File: config.mk
export PLATFORM = sky130hd
export DESIGN_NAME = spi_nand_read_sequencer
export DESIGN_NICKNAME = d
export VERILOG_FILES = /design/src/rtl/snrs_pkg.sv /design/src/rtl/spi_nand_read_sequencer.sv /design/src/rtl/snrs_front.sv /design/src/rtl/snrs_queue.sv /design/src/rtl/snrs_back.sv
export SDC_FILE = /design/constraint.sdc
export NUM_CORES = 1
export LEC_CHECK = 0
export BUFFER_PORTS_ARGS = -buffer_cell sky130_fd_sc_hd__buf_4
export CORE_UTILIZATION = 26
export CTS_CLUSTER_DIAMETER = 30
export DETAILED_ROUTE_END_ITERATION = 7
export PLACE_DENSITY = 0.42
export SLEW_MARGIN = 20
export SYNTH_ARGS = -nofsm -noshare
export SYNTH_HDL_FRONTEND = slang
export SYNTH_SLANG_ARGS = --single-unit
export TNS_END_PERCENT = 30
File: constraint.sdc
create_clock -name clk -period 5.9 [get_ports clk]
set_input_delay 0.295 -clock clk [delete_from_list [all_inputs] [get_ports clk]]
set_output_delay 0.295 -clock clk [all_outputs]
set_load 0.02 [all_outputs]
File: src/rtl/snrs_pkg.sv
package snrs_pkg;

	localparam logic [7:0] OP_PAGE_READ  = 8'h13;
	localparam logic [7:0] OP_READ_CACHE = 8'h03;

	localparam logic [3:0] WRAP_16   = 4'hC;
	localparam logic [3:0] WRAP_64   = 4'h8;
	localparam logic [3:0] WRAP_2048 = 4'h4;

	localparam logic [5:0] CHUNK_LOW   = 6'd16;
	localparam logic [5:0] CHUNK_HIGH  = 6'd60;
	localparam logic [5:0] CHUNK_RESET = 6'd56;
	localparam logic [8:0] LEN_HIGH    = 9'd448;

	localparam logic [6:0] HDR_BYTES = 7'd4;

	localparam logic REG_CHUNK_MAX = 1'b0;

	typedef struct packed {
		logic        inval;
		logic [31:0] addr;
		logic [8:0]  len;
	} cmd_t;

	typedef enum logic {
		ST_IDLE,
		ST_WALK
	} seq_state_t;

endpackage

File: src/rtl/spi_nand_read_sequencer.sv
// channel  | handshake               | payload
// req      | req_valid / req_stall   | kind, start_addr, length
// desc     | desc_valid / desc_stall | opcode, cmd_arg, burst_bytes, rx_bytes,
//          |                         | buffer_offset, last
// cfg      | APB psel/penable/pwrite | paddr, pwdata, prdata, pready
//
// One descriptor per cycle out of the sequencer while desc_stall is low; a read
// of L bytes is one dequeue followed by one descriptor per chunk and per page read.
// Requests wait in a two-entry queue; req_stall is high only while it is full.
// Invalidates are dequeued without a descriptor; zero-length reads are dropped unqueued.
// Reset empties the queue, clears desc_valid and forgets the cached page.
module spi_nand_read_sequencer #(
	parameter int PAGE_BYTES = 2048
) (
	input  logic        clk,
	input  logic        arst_n,
	input  logic        req_valid,
	output logic        req_stall,
	input  logic        kind,
	input  logic [31:0] start_addr,
	input  logic [8:0]  length,
	output logic        desc_valid,
	input  logic        desc_stall,
	output logic [7:0]  opcode,
	output logic [23:0] cmd_arg,
	output logic [6:0]  burst_bytes,
	output logic [5:0]  rx_bytes,
	output logic [8:0]  buffer_offset,
	output logic        last,
	input  logic        psel,
	input  logic        penable,
	input  logic        pwrite,
	input  logic [2:0]  paddr,
	input  logic [31:0] pwdata,
	output logic [31:0] prdata,
	output logic        pready
);

	logic [5:0]     chunk_max_q;
	logic [5:0]     cmax;
	logic           queue_full;
	logic           push;
	snrs_pkg::cmd_t push_cmd;
	logic           pop;
	logic           pop_valid;
	snrs_pkg::cmd_t pop_cmd;

	assign pready = 1'b1;
	assign prdata = (paddr[2] == snrs_pkg::REG_CHUNK_MAX) ? {26'd0, chunk_max_q} : 32'd0;

	always_ff @(posedge clk or negedge arst_n) begin
		if (!arst_n) begin
			chunk_max_q <= snrs_pkg::CHUNK_RESET;
		end else if (psel && penable && pwrite && pready
				&& (paddr[2] == snrs_pkg::REG_CHUNK_MAX)) begin
			chunk_max_q <= pwdata[5:0];
		end
	end

	always_comb begin
		if (chunk_max_q < snrs_pkg::CHUNK_LOW) begin
			cmax = snrs_pkg::CHUNK_LOW;
		end else if (chunk_max_q > snrs_pkg::CHUNK_HIGH) begin
			cmax = snrs_pkg::CHUNK_HIGH;
		end else begin
			cmax = chunk_max_q;
		end
	end

	snrs_front u_front (
		.req_valid  (req_valid),
		.req_stall  (req_stall),
		.kind       (kind),
		.start_addr (start_addr),
		.length     (length),
		.queue_full (queue_full),
		.push       (push),
		.cmd        (push_cmd)
	);

	snrs_queue u_queue (
		.clk       (clk),
		.arst_n    (arst_n),
		.push      (push),
		.push_data (push_cmd),
		.full      (queue_full),
		.pop       (pop),
		.pop_valid (pop_valid),
		.pop_data  (pop_cmd)
	);

	snrs_back #(
		.PAGE_BYTES (PAGE_BYTES)
	) u_back (
		.clk           (clk),
		.arst_n        (arst_n),
		.cmd_valid     (pop_valid),
		.cmd           (pop_cmd),
		.cmd_pop       (pop),
		.cmax          (cmax),
		.desc_valid    (desc_valid),
		.desc_stall    (desc_stall),
		.opcode        (opcode),
		.cmd_arg       (cmd_arg),
		.burst_bytes   (burst_bytes),
		.rx_bytes      (rx_bytes),
		.buffer_offset (buffer_offset),
		.last          (last)
	);

	assert property (@(posedge clk) disable iff (!arst_n)
		desc_valid && last |-> opcode == snrs_pkg::OP_READ_CACHE)
	else $error("last flag on a page read");

	assert property (@(posedge clk) disable iff (!arst_n)
		desc_valid |-> burst_bytes == snrs_pkg::HDR_BYTES + 7'(rx_bytes))
	else $error("burst length does not match data length");

	assert property (@(posedge clk) disable iff (!arst_n)
		desc_valid && opcode == snrs_pkg::OP_READ_CACHE |-> rx_bytes != 6'd0 && rx_bytes <= cmax)
	else $error("read-from-cache size out of range");

endmodule

File: src/rtl/snrs_front.sv
module snrs_front (
	input  logic               req_valid,
	output logic               req_stall,
	input  logic               kind,
	input  logic [31:0]        start_addr,
	input  logic [8:0]         length,
	input  logic               queue_full,
	output logic               push,
	output snrs_pkg::cmd_t     cmd
);

	logic drop;

	// zero-length reads change nothing
	assign drop      = !kind && (length == 9'd0);
	assign req_stall = queue_full;
	assign push      = req_valid && !queue_full && !drop;

	always_comb begin
		cmd.inval = kind;
		cmd.addr  = start_addr;
		cmd.len   = (length > snrs_pkg::LEN_HIGH) ? snrs_pkg::LEN_HIGH : length;
	end

endmodule

File: src/rtl/snrs_queue.sv
module snrs_queue (
	input  logic           clk,
	input  logic           arst_n,
	input  logic           push,
	input  snrs_pkg::cmd_t push_data,
	output logic           full,
	input  logic           pop,
	output logic           pop_valid,
	output snrs_pkg::cmd_t pop_data
);

	snrs_pkg::cmd_t entry_q [2];
	logic           wr_q;
	logic           rd_q;
	logic [1:0]     cnt_q;
	logic           do_pop;

	assign full      = (cnt_q == 2'd2);
	assign pop_valid = (cnt_q != 2'd0);
	assign pop_data  = entry_q[rd_q];
	assign do_pop    = pop && pop_valid;

	always_ff @(posedge clk) begin
		if (push) begin
			entry_q[wr_q] <= push_data;
		end
	end

	always_ff @(posedge clk or negedge arst_n) begin
		if (!arst_n) begin
			wr_q  <= 1'b0;
			rd_q  <= 1'b0;
			cnt_q <= 2'd0;
		end else begin
			if (push) begin
				wr_q <= ~wr_q;
			end
			if (do_pop) begin
				rd_q <= ~rd_q;
			end
			if (push && !do_pop) begin
				cnt_q <= cnt_q + 2'd1;
			end else if (!push && do_pop) begin
				cnt_q <= cnt_q - 2'd1;
			end
		end
	end

endmodule

File: src/rtl/snrs_back.sv
module snrs_back #(
	parameter int PAGE_BYTES = 2048
) (
	input  logic           clk,
	input  logic           arst_n,
	input  logic           cmd_valid,
	input  snrs_pkg::cmd_t cmd,
	output logic           cmd_pop,
	input  logic [5:0]     cmax,
	output logic           desc_valid,
	input  logic           desc_stall,
	output logic [7:0]     opcode,
	output logic [23:0]    cmd_arg,
	output logic [6:0]     burst_bytes,
	output logic [5:0]     rx_bytes,
	output logic [8:0]     buffer_offset,
	output logic           last
);

	localparam int PG_W = $clog2(PAGE_BYTES);
	localparam int PN_W = 32 - PG_W;

	snrs_pkg::seq_state_t state_q, state_d;

	logic [31:0]     addr_q;
	logic [8:0]      left_q;
	logic [8:0]      off_q;
	logic [5:0]      cmax_q;
	logic [PN_W-1:0] cached_page_q;
	logic            cached_valid_q;

	logic            dv_q;
	logic [7:0]      opcode_q;
	logic [23:0]     arg_q;
	logic [6:0]      burst_q;
	logic [5:0]      rx_q;
	logic [8:0]      boff_q;
	logic            last_q;

	logic [PN_W-1:0] page;
	logic [PG_W-1:0] col;
	logic [11:0]     col_x;
	logic [PG_W:0]   room;
	logic [5:0]      n0;
	logic [5:0]      n;
	logic            miss;
	logic            slot;
	logic            done;
	logic [3:0]      wrap;
	logic            emit_pr;
	logic            emit_rc;

	always_comb begin
		page  = addr_q[31:PG_W];
		col   = addr_q[PG_W-1:0];
		col_x = 12'(col);
		room  = (PG_W+1)'(PAGE_BYTES) - {1'b0, col};
		n0    = (left_q < 9'(cmax_q)) ? 6'(left_q) : cmax_q;
		n     = (room < (PG_W+1)'(n0)) ? 6'(room) : n0;
		miss  = !cached_valid_q || (cached_page_q != page);
		slot  = !dv_q || !desc_stall;
		done  = (left_q == 9'(n));
		if ((7'(col[3:0]) + 7'(n)) <= 7'd16) begin
			wrap = snrs_pkg::WRAP_16;
		end else if ((7'(col_x[5:0]) + 7'(n)) <= 7'd64) begin
			wrap = snrs_pkg::WRAP_64;
		end else begin
			wrap = snrs_pkg::WRAP_2048;
		end
	end

	always_comb begin
		state_d = state_q;
		case (state_q)
			snrs_pkg::ST_IDLE: begin
				if (cmd_valid && !cmd.inval) begin
					state_d = snrs_pkg::ST_WALK;
				end
			end
			snrs_pkg::ST_WALK: begin
				if (slot && !miss && done) begin
					state_d = snrs_pkg::ST_IDLE;
				end
			end
			default: state_d = snrs_pkg::ST_IDLE;
		endcase
	end

	always_comb begin
		cmd_pop = 1'b0;
		emit_pr = 1'b0;
		emit_rc = 1'b0;
		case (state_q)
			snrs_pkg::ST_IDLE: begin
				cmd_pop = cmd_valid;
			end
			snrs_pkg::ST_WALK: begin
				emit_pr = slot && miss;
				emit_rc = slot && !miss;
			end
			default: ;
		endcase
	end

	always_ff @(posedge clk or negedge arst_n) begin
		if (!arst_n) begin
			state_q        <= snrs_pkg::ST_IDLE;
			cached_valid_q <= 1'b0;
			cached_page_q  <= '0;
			dv_q           <= 1'b0;
		end else begin
			state_q <= state_d;
			if (cmd_pop && cmd.inval) begin
				cached_valid_q <= 1'b0;
			end else if (emit_pr) begin
				cached_valid_q <= 1'b1;
				cached_page_q  <= page;
			end
			if (slot) begin
				dv_q <= emit_pr || emit_rc;
			end
		end
	end

	always_ff @(posedge clk) begin
		if (cmd_pop && !cmd.inval) begin
			addr_q <= cmd.addr;
			left_q <= cmd.len;
			off_q  <= 9'd0;
			cmax_q <= cmax;
		end else if (emit_rc) begin
			addr_q <= addr_q + 32'(n);
			left_q <= left_q - 9'(n);
			off_q  <= off_q + 9'(n);
		end
		if (emit_pr) begin
			opcode_q <= snrs_pkg::OP_PAGE_READ;
			arg_q    <= 24'(page);
			burst_q  <= snrs_pkg::HDR_BYTES;
			rx_q     <= 6'd0;
			boff_q   <= off_q;
			last_q   <= 1'b0;
		end else if (emit_rc) begin
			opcode_q <= snrs_pkg::OP_READ_CACHE;
			arg_q    <= {wrap, col_x[11:8], col_x[7:0], 8'h00};
			burst_q  <= snrs_pkg::HDR_BYTES + 7'(n);
			rx_q     <= n;
			boff_q   <= off_q;
			last_q   <= done;
		end
	end

	assign desc_valid    = dv_q;
	assign opcode        = opcode_q;
	assign cmd_arg       = arg_q;
	assign burst_bytes   = burst_q;
	assign rx_bytes      = rx_q;
	assign buffer_offset = boff_q;
	assign last          = last_q;

endmodule
==> results.md, run 1 <==
- Design Power: 5.41 mW
- Post-Syn Instances: 882
- # fillers: 3966
- Synth top area share: 45.7%
- Vias per inst: 4.38
- Pint: 4.23 mW
- Clock slew seen by the registers of the worst setup and hold paths: 0.04 ns
- Grt ovf: 0
- Reg power frac: 35.2%
- Post-CTS Setup Bufs: 0
- Worst-skew pair later-pin latency: 0.55 ns
- Layout cell share with drive strength beyond 1: 24.7%
- DR iter-0 viols: 321
- Mux share of post-synthesis cell area: 5.61%
- Arrival @ worst endpoint: 5.91 ns
- Synthesis-stage register bit count: 219
- Register area share after synthesis: 58.3%
- CTS sink cnt: 219
- Critical Path End Type: flop
- Largest net degree at the start of global routing: 71
- Layout Skew: 0.0154 ns
- WP data required: 6.36 ns
- HP Start: desc_stall
- Initial antenna violation count: 0
- Remaining DRCs: 0
- Total leakage power: 5.57 nW
- Synth cell count leaders: 161 x edfxtp_1, 62 x nand2_1, 46 x nor2b_1
- Sw power: 1.18 mW
- PD cells: 376 mW/mm^2
- Relative slew margins: 45.4%
- Slew Limit Fails: 0
- Crit Path Max Fanout: 6
- Status: completed
- Max Cap Violations: 0
- Initial Util: 26.5%
- Final worst path period need: 5.45 ns
- Area leader, netlist: edfxtp_1
- Distinct cell type count after synthesis: 57
- Area contributors post-synth: edfxtp_1 46%, dfrtp_1 7.3%, dfxtp_1 4.5%, ha_1 3.7%, mux2_2 3.6%
- Logic gate share of total power: 6.9%
- Total Wirelength: 26600 um
- Most common cell in the netlist: edfxtp_1
- Post-synth top flop: edfxtp_1
- Ys async rst share: 15.5%
- ANT cells: 0
- Layout net count: 1192
- Core Rows: 73
- Compound-Gate Fraction of Synth Area: 9.28%
- Detailed-route via count: 7199
- Final setup violating endpoints: 0
- CP Class: flop to flop
- Setup WS post-layout: 0.448 ns
- Syn avg cell area: 12.0 um^2
- Die Footprint: 0.0415 mm^2
- Worst setup path start: u_back.left_q[2]
- Clk buf depth: 3
- Largest family of logic cells by synthesized area: simple AND/OR/NAND/NOR gates
- EDFF count, synth: 161
- Clock Tree Root: clkbuf_16
- Die Wd: 204 um
- Peak supply drop: 0.000179 V
- Unrepaired setup endpoints after global routing: false
- Xor and xnor area share after synthesis: 5.55%
- Yosys warnings: 0
- Adder-cell area share of the yosys netlist: 4.23%
- Finished Layout Cells: 1645
- Switching share of power: 21.7%
- RePlAce Congestion: 0.821
- Detailed Place HPWL: 18500 um
- Nature of the critical path startpoint: flop
- Final Hold Vio Count: 0
- Routed Antenna Nets: 0
- Clock power frac: 57.9%
- DP Cell Count: 1499
- Area Growth Syn to Fin: 35.8%
- CTS tree: done
- Buffers on Ports: 110
- Worst hold path type: input port to flop
- Total GRT Usage: 13.0%
- Drt pass-1 iters: 8
- Design area: 0.0144 mm^2
- Pin slew with the least headroom to its limit: 0.819 ns
- Top-Level Pins: 174
- Core area: 0.0399 mm^2
- Vias in the first global route: 7134
- Final period utilization: 92.4%
- Simple-Gate Fraction of Synth Area: 11.6%
- Num CTS Buffers: 55
- Fin Setup TNS: 0 ns
- Peak Freq: 183 MHz
- Setup WS pre-CTS: 0.343 ns
- Mapped Area: 0.0106 mm^2
- Cell Area, Placed: 0.0120 mm^2
- Worst r2r src: u_back.left_q[2]
- Avg WL per Cell: 16.2 um
- Wire length of the first global-routing pass: 41400 um
- Number of H-tree levels: 2
- Vert. Die Dim: 204 um
==> kinds of logic (layout without fill, tap and decap cells) <==
family / after synthesis / count (layout)
simple gates: 238 / 238
flops: 219 / 219
compound gates: 154 / 154
buf+inv: 113 / 318
xor+xnor: 67 / 67
mux: 55 / 55
fa+ha+maj: 34 / 34
other cells: 2 / 35
==> power by group through the flow <==
stage	sequential, mW	clock (mW)	combinational (mW)
6_report	1.90	3.13	0.372
3_5_place_dp	1.93	0	0.360
5_1_grt	1.92	3.29	0.414
4_1_cts	1.91	3.20	0.385
2_1_floorplan	1.94	0	0.220
3_3_place_gp	1.93	0	0.358
==> sequential cells by signal (all words and copies together), names as in the netlist <==
name / cells
u_queue.entry_q: 84
u_back.addr_q: 32
u_back.cmd_arg: 23
u_back.cached_page_q: 21
u_back.buffer_offset: 9
u_back.left_q: 9
u_back.off_q: 9
chunk_max_q: 6
u_back.cmax_q: 6
u_back.rx_bytes: 6
u_back.burst_bytes: 5
u_queue.cnt_q: 2
u_back.cached_valid_q: 1
u_back.desc_valid: 1
u_back.last: 1
u_back.opcode: 1
u_back.state_q: 1
u_queue.rd_q: 1
u_queue.wr_q: 1
==> worst max-delay path: stages (launching register included) <==
cell	delay [ns]
edfxtp_1	0.43
ha_1	0.32
a21o_1	0.18
a31oi_1	0.19
o21ai_2	0.15
mux2i_1	0.18
ha_1	0.22
nor4_1	0.32
or3b_1	0.42
a211oi_2	0.43
nor3_1	0.10
a21oi_1	0.19
buf_4	0.17
inv_1	0.08
ha_1	0.28
nand3_1	0.08
a21boi_1	0.24
nor2_1	0.10
or4bb_1	0.59
o31ai_1	0.34
a31oi_1	0.15
a32oi_1	0.21
==> per-layer routing <==
| metal | track usage, % | routed length, um |
|---|---|---|
| met4 | 4.35 | 487 |
| met3 | 3.12 | 1420 |
| met2 | 18.8 | 11200 |
| met1 | 18.8 | 13500 |
| met5 | 0 | 0 |
==> layout make-up <==
| cell class | count | area [um^2] | share of cell area (%) |
|---|---|---|---|
| multi-input cells | 583 | 3990 | 27.8 |
| clock inverters | 36 | 490 | 3.41 |
| inverters | 36 | 135 | 0.940 |
| flip-flops and latches | 219 | 6170 | 42.9 |
| well taps | 525 | 657 | 4.57 |
| clock buffers | 67 | 1460 | 10.2 |
| repair buffers | 179 | 1460 | 10.2 |
==> per-stage QoR <==
stage	util, %	hold slack (ns)
after floorplan	-	-0.000591
after global placement	30.0	0.311
after detailed placement	30.0	0.311
after CTS	36.0	0.0311
after global routing	36.0	0.0625
final	36.0	0.0677
==> cells in the final DEF (no fill, tap or decap), types with 28 or more instances in the layout <==
cell and instances:
dfrtp_1 30, a211oi_1 28, clkbuf_16 57, dlygate4sd3_1 43, ha_1 31, xnor2_1 43, edfxtp_1 161, nor2_1 31
a21oi_1 44, buf_4 135, inv_1 36, o21ai_0 32, nand2_1 62, mux2_2 34, nor2b_1 46, conb_1 35
==> what timing repair did <==
item | CTS | global route
hold buffers | 43 | 0
gates resized for setup | 0 | 2
setup endpoints to repair | 0 | 5
endpoints found under the hold margin | 109 | 0
==> worst paths after layout <==
check,end,slack (ns),cells past startpoint
max,u_back.cmd_arg[22],0.45,21
min,u_back.desc_valid,0.07,3
max reg2reg,u_back.cmd_arg[22],0.45,21
min reg2reg,u_back.rx_bytes[4],0.45,2
max in group asynchronous,u_queue.rd_q,5.23,2
min in group asynchronous,chunk_max_q[0],0.27,2
Power figures use the tool's default switching activity.
==> inputs of run 2 (changes only) <==
Settings changed: CORE_MARGIN set to 2.
==> run 2 against run 1 <==
Effect of this change:
- critical path depth up 2
- worst hold slack better by 0.054 ns
- fmax decreased by 0.69%
- total power down 1.5%
- critical path type unchanged
- critical endpoint is now u_back.addr_q[26]
- highest routed layer unchanged
==> results.md, run 2 (same netlist as run 1, synthesis figures left out) <==
- Final setup violating endpoints: 0
- Vias per inst: 4.31
- Layout cell share with drive strength beyond 1: 24.8%
- Buffers on Ports: 110
- Design Power: 5.32 mW
- Vert. Die Dim: 206 um
- Crit Path Max Fanout: 6
- Worst hold path type: input port to flop
- Die Wd: 206 um
- Worst r2r src: u_back.left_q[2]
- Setup WS pre-CTS: 0.344 ns
- Top-Level Pins: 174
- Clk buf depth: 3
- Leading cell type in the layout, fill and taps excluded: edfxtp_1
- Peak Freq: 182 MHz
- CP max stage delay: 0.45 ns
- Cells along the critical path: ha_1, a21o_1, a31oi_1, o21ai_2, mux2i_1, ha_1, nor4_1, or3b_1, a211o_1, o2111ai_1, and2_1, ha_1, inv_1, fa_1, nor2b_1, o21ai_0, a21boi_0, o21a_1, o2111ai_1, buf_4, nor3_1, xnor2_1, a21oi_1
- ANT cells: 0
- # fillers: 4001
- Drt pass-1 iters: 7
- Post-layout util: 36.0%
- Top reg by flops: u_queue.entry_q
- Layout net count: 1192
- Max Cap Violations: 0
- Num CTS Buffers: 55
- Wire length of the first global-routing pass: 40300 um
- Design area: 0.0144 mm^2
- CTS sink cnt: 219
- Worst hold slack: 0.122 ns
- Detailed Place HPWL: 18700 um
- R2R setup slack: 0.41 ns
- Area Growth Syn to Fin: 35.7%
- Core area: 0.0399 mm^2
- Initial Util: 26.5%
- CP max stage cell: edfxtp_1
- Total Wirelength: 26500 um
- Crit path top cell by count: ha_1
- Total GRT Usage: 12.6%
- Reg2reg path depth: 23
- Cell Area, Placed: 0.0120 mm^2
- Slew Limit Fails: 0
- Layout Skew: 0.0592 ns
- Clock slew seen by the registers of the worst setup and hold paths: 0.05 ns
- Unrepaired setup endpoints after global routing: false
- Final worst path period need: 5.49 ns
- Remaining DRCs: 0
- Vias in the first global route: 6990
- Core Rows: 73
- Initial antenna violation count: 0
- Status: completed
- Largest net degree at the start of global routing: 71
- Relative slew margins: 46.0%
- Fin Setup TNS: 0 ns
- Finished Layout Cells: 1644
- PD cells: 371 mW/mm^2
- Total leakage power: 5.54 nW
- Worst-skew pair later-pin latency: 0.59 ns
- Detailed-route via count: 7087
- Crit path capture: u_back.addr_q[26]
- Commonest cells after routing, fill and taps aside: 161 x edfxtp_1, 134 x buf_4, 62 x nand2_1, 55 x clkbuf_16, 46 x nor2b_1
- Arrival @ worst endpoint: 5.82 ns
- DR iter-0 viols: 294
- RePlAce Congestion: 0.804
- Largest register FFs: 84
- CTS tree: done
- Nature of the critical path startpoint: flop
- Critical Path End Type: flop
- Worst setup path start: u_back.left_q[2]
- Routed Antenna Nets: 0
- Final Hold Vio Count: 0
- Clock Tree Root: clkbuf_16
- Final period utilization: 93.1%
- Reg-to-reg endpoint: u_back.addr_q[26]
- Avg WL per Cell: 16.1 um
- CP Class: flop to flop
- Die Footprint: 0.0423 mm^2
- DP Cell Count: 1498
- Number of H-tree levels: 2
- Grt ovf: 0
- Setup WS post-layout: 0.410 ns
- Peak supply drop: 0.000251 V
- WP data required: 6.23 ns
- Pin slew with the least headroom to its limit: 0.810 ns
run 2: worst min path at each step:
stage              start                    end  slack [ns]  cells past startpoint
5_1_grt        length[1]  u_queue.entry_q[1][1]        0.13                      2
3_5_place_dp      arst_n         chunk_max_q[0]        0.32                      1
3_3_place_gp      arst_n         u_back.state_q        0.32                      1
2_1_floorplan     arst_n         chunk_max_q[0]     -0.0006                      0
6_report       length[1]  u_queue.entry_q[0][1]        0.12                      2
4_1_cts        length[1]  u_queue.entry_q[1][1]        0.09                      2
run 2: timing repair:
action | CTS | global route
buffers inserted | 0 | 0
endpoints found under the setup margin | 0 | 4
hold endpoints to repair | 110 | 0
hold buffers | 44 | 0
resized for setup | 0 | 2
run 2: power breakdown:
group,internal (mW),switching [mW],total [mW],leakage (nW)
Sequential,1.86,0.0490,1.90,2.08
Combinational,0.147,0.225,0.372,2.54
Clock,2.10,0.945,3.05,0.919
run 2: critical path: cells and delay by family (launching register included):
kind                       cells  cell delay, ns
AOI/OAI and AO/OA             10            1.76
and+or+nand+nor                5            1.31
adders and majority gates      4            1.16
DFF                            1            0.45
buffers and inverters          2            0.25
muxes                          1            0.20
xor gates and xnor gates       1            0.16
run 2: final cells by class:
cell class	instances	area, um^2	area share [%]
clock buffers	63	1450	10.1
well taps	525	657	4.57
inverters	36	135	0.941
flip-flops and latches	219	6170	43.0
clock inverters	39	497	3.46
multi-input cells	583	3990	27.8
repair buffers	179	1470	10.2
run 2: per-layer routing:
metal | part of all wire (%) | up-vias | track usage, %
met3 | 5.0 | 46 | 2.71
met1 | 50 | 3338 | 18.3
met2 | 42 | 177 | 18.3
met4 | 2.2 | 0 | 4.45
li1 | - | 3526 | -
met5 | 0 | - | 0
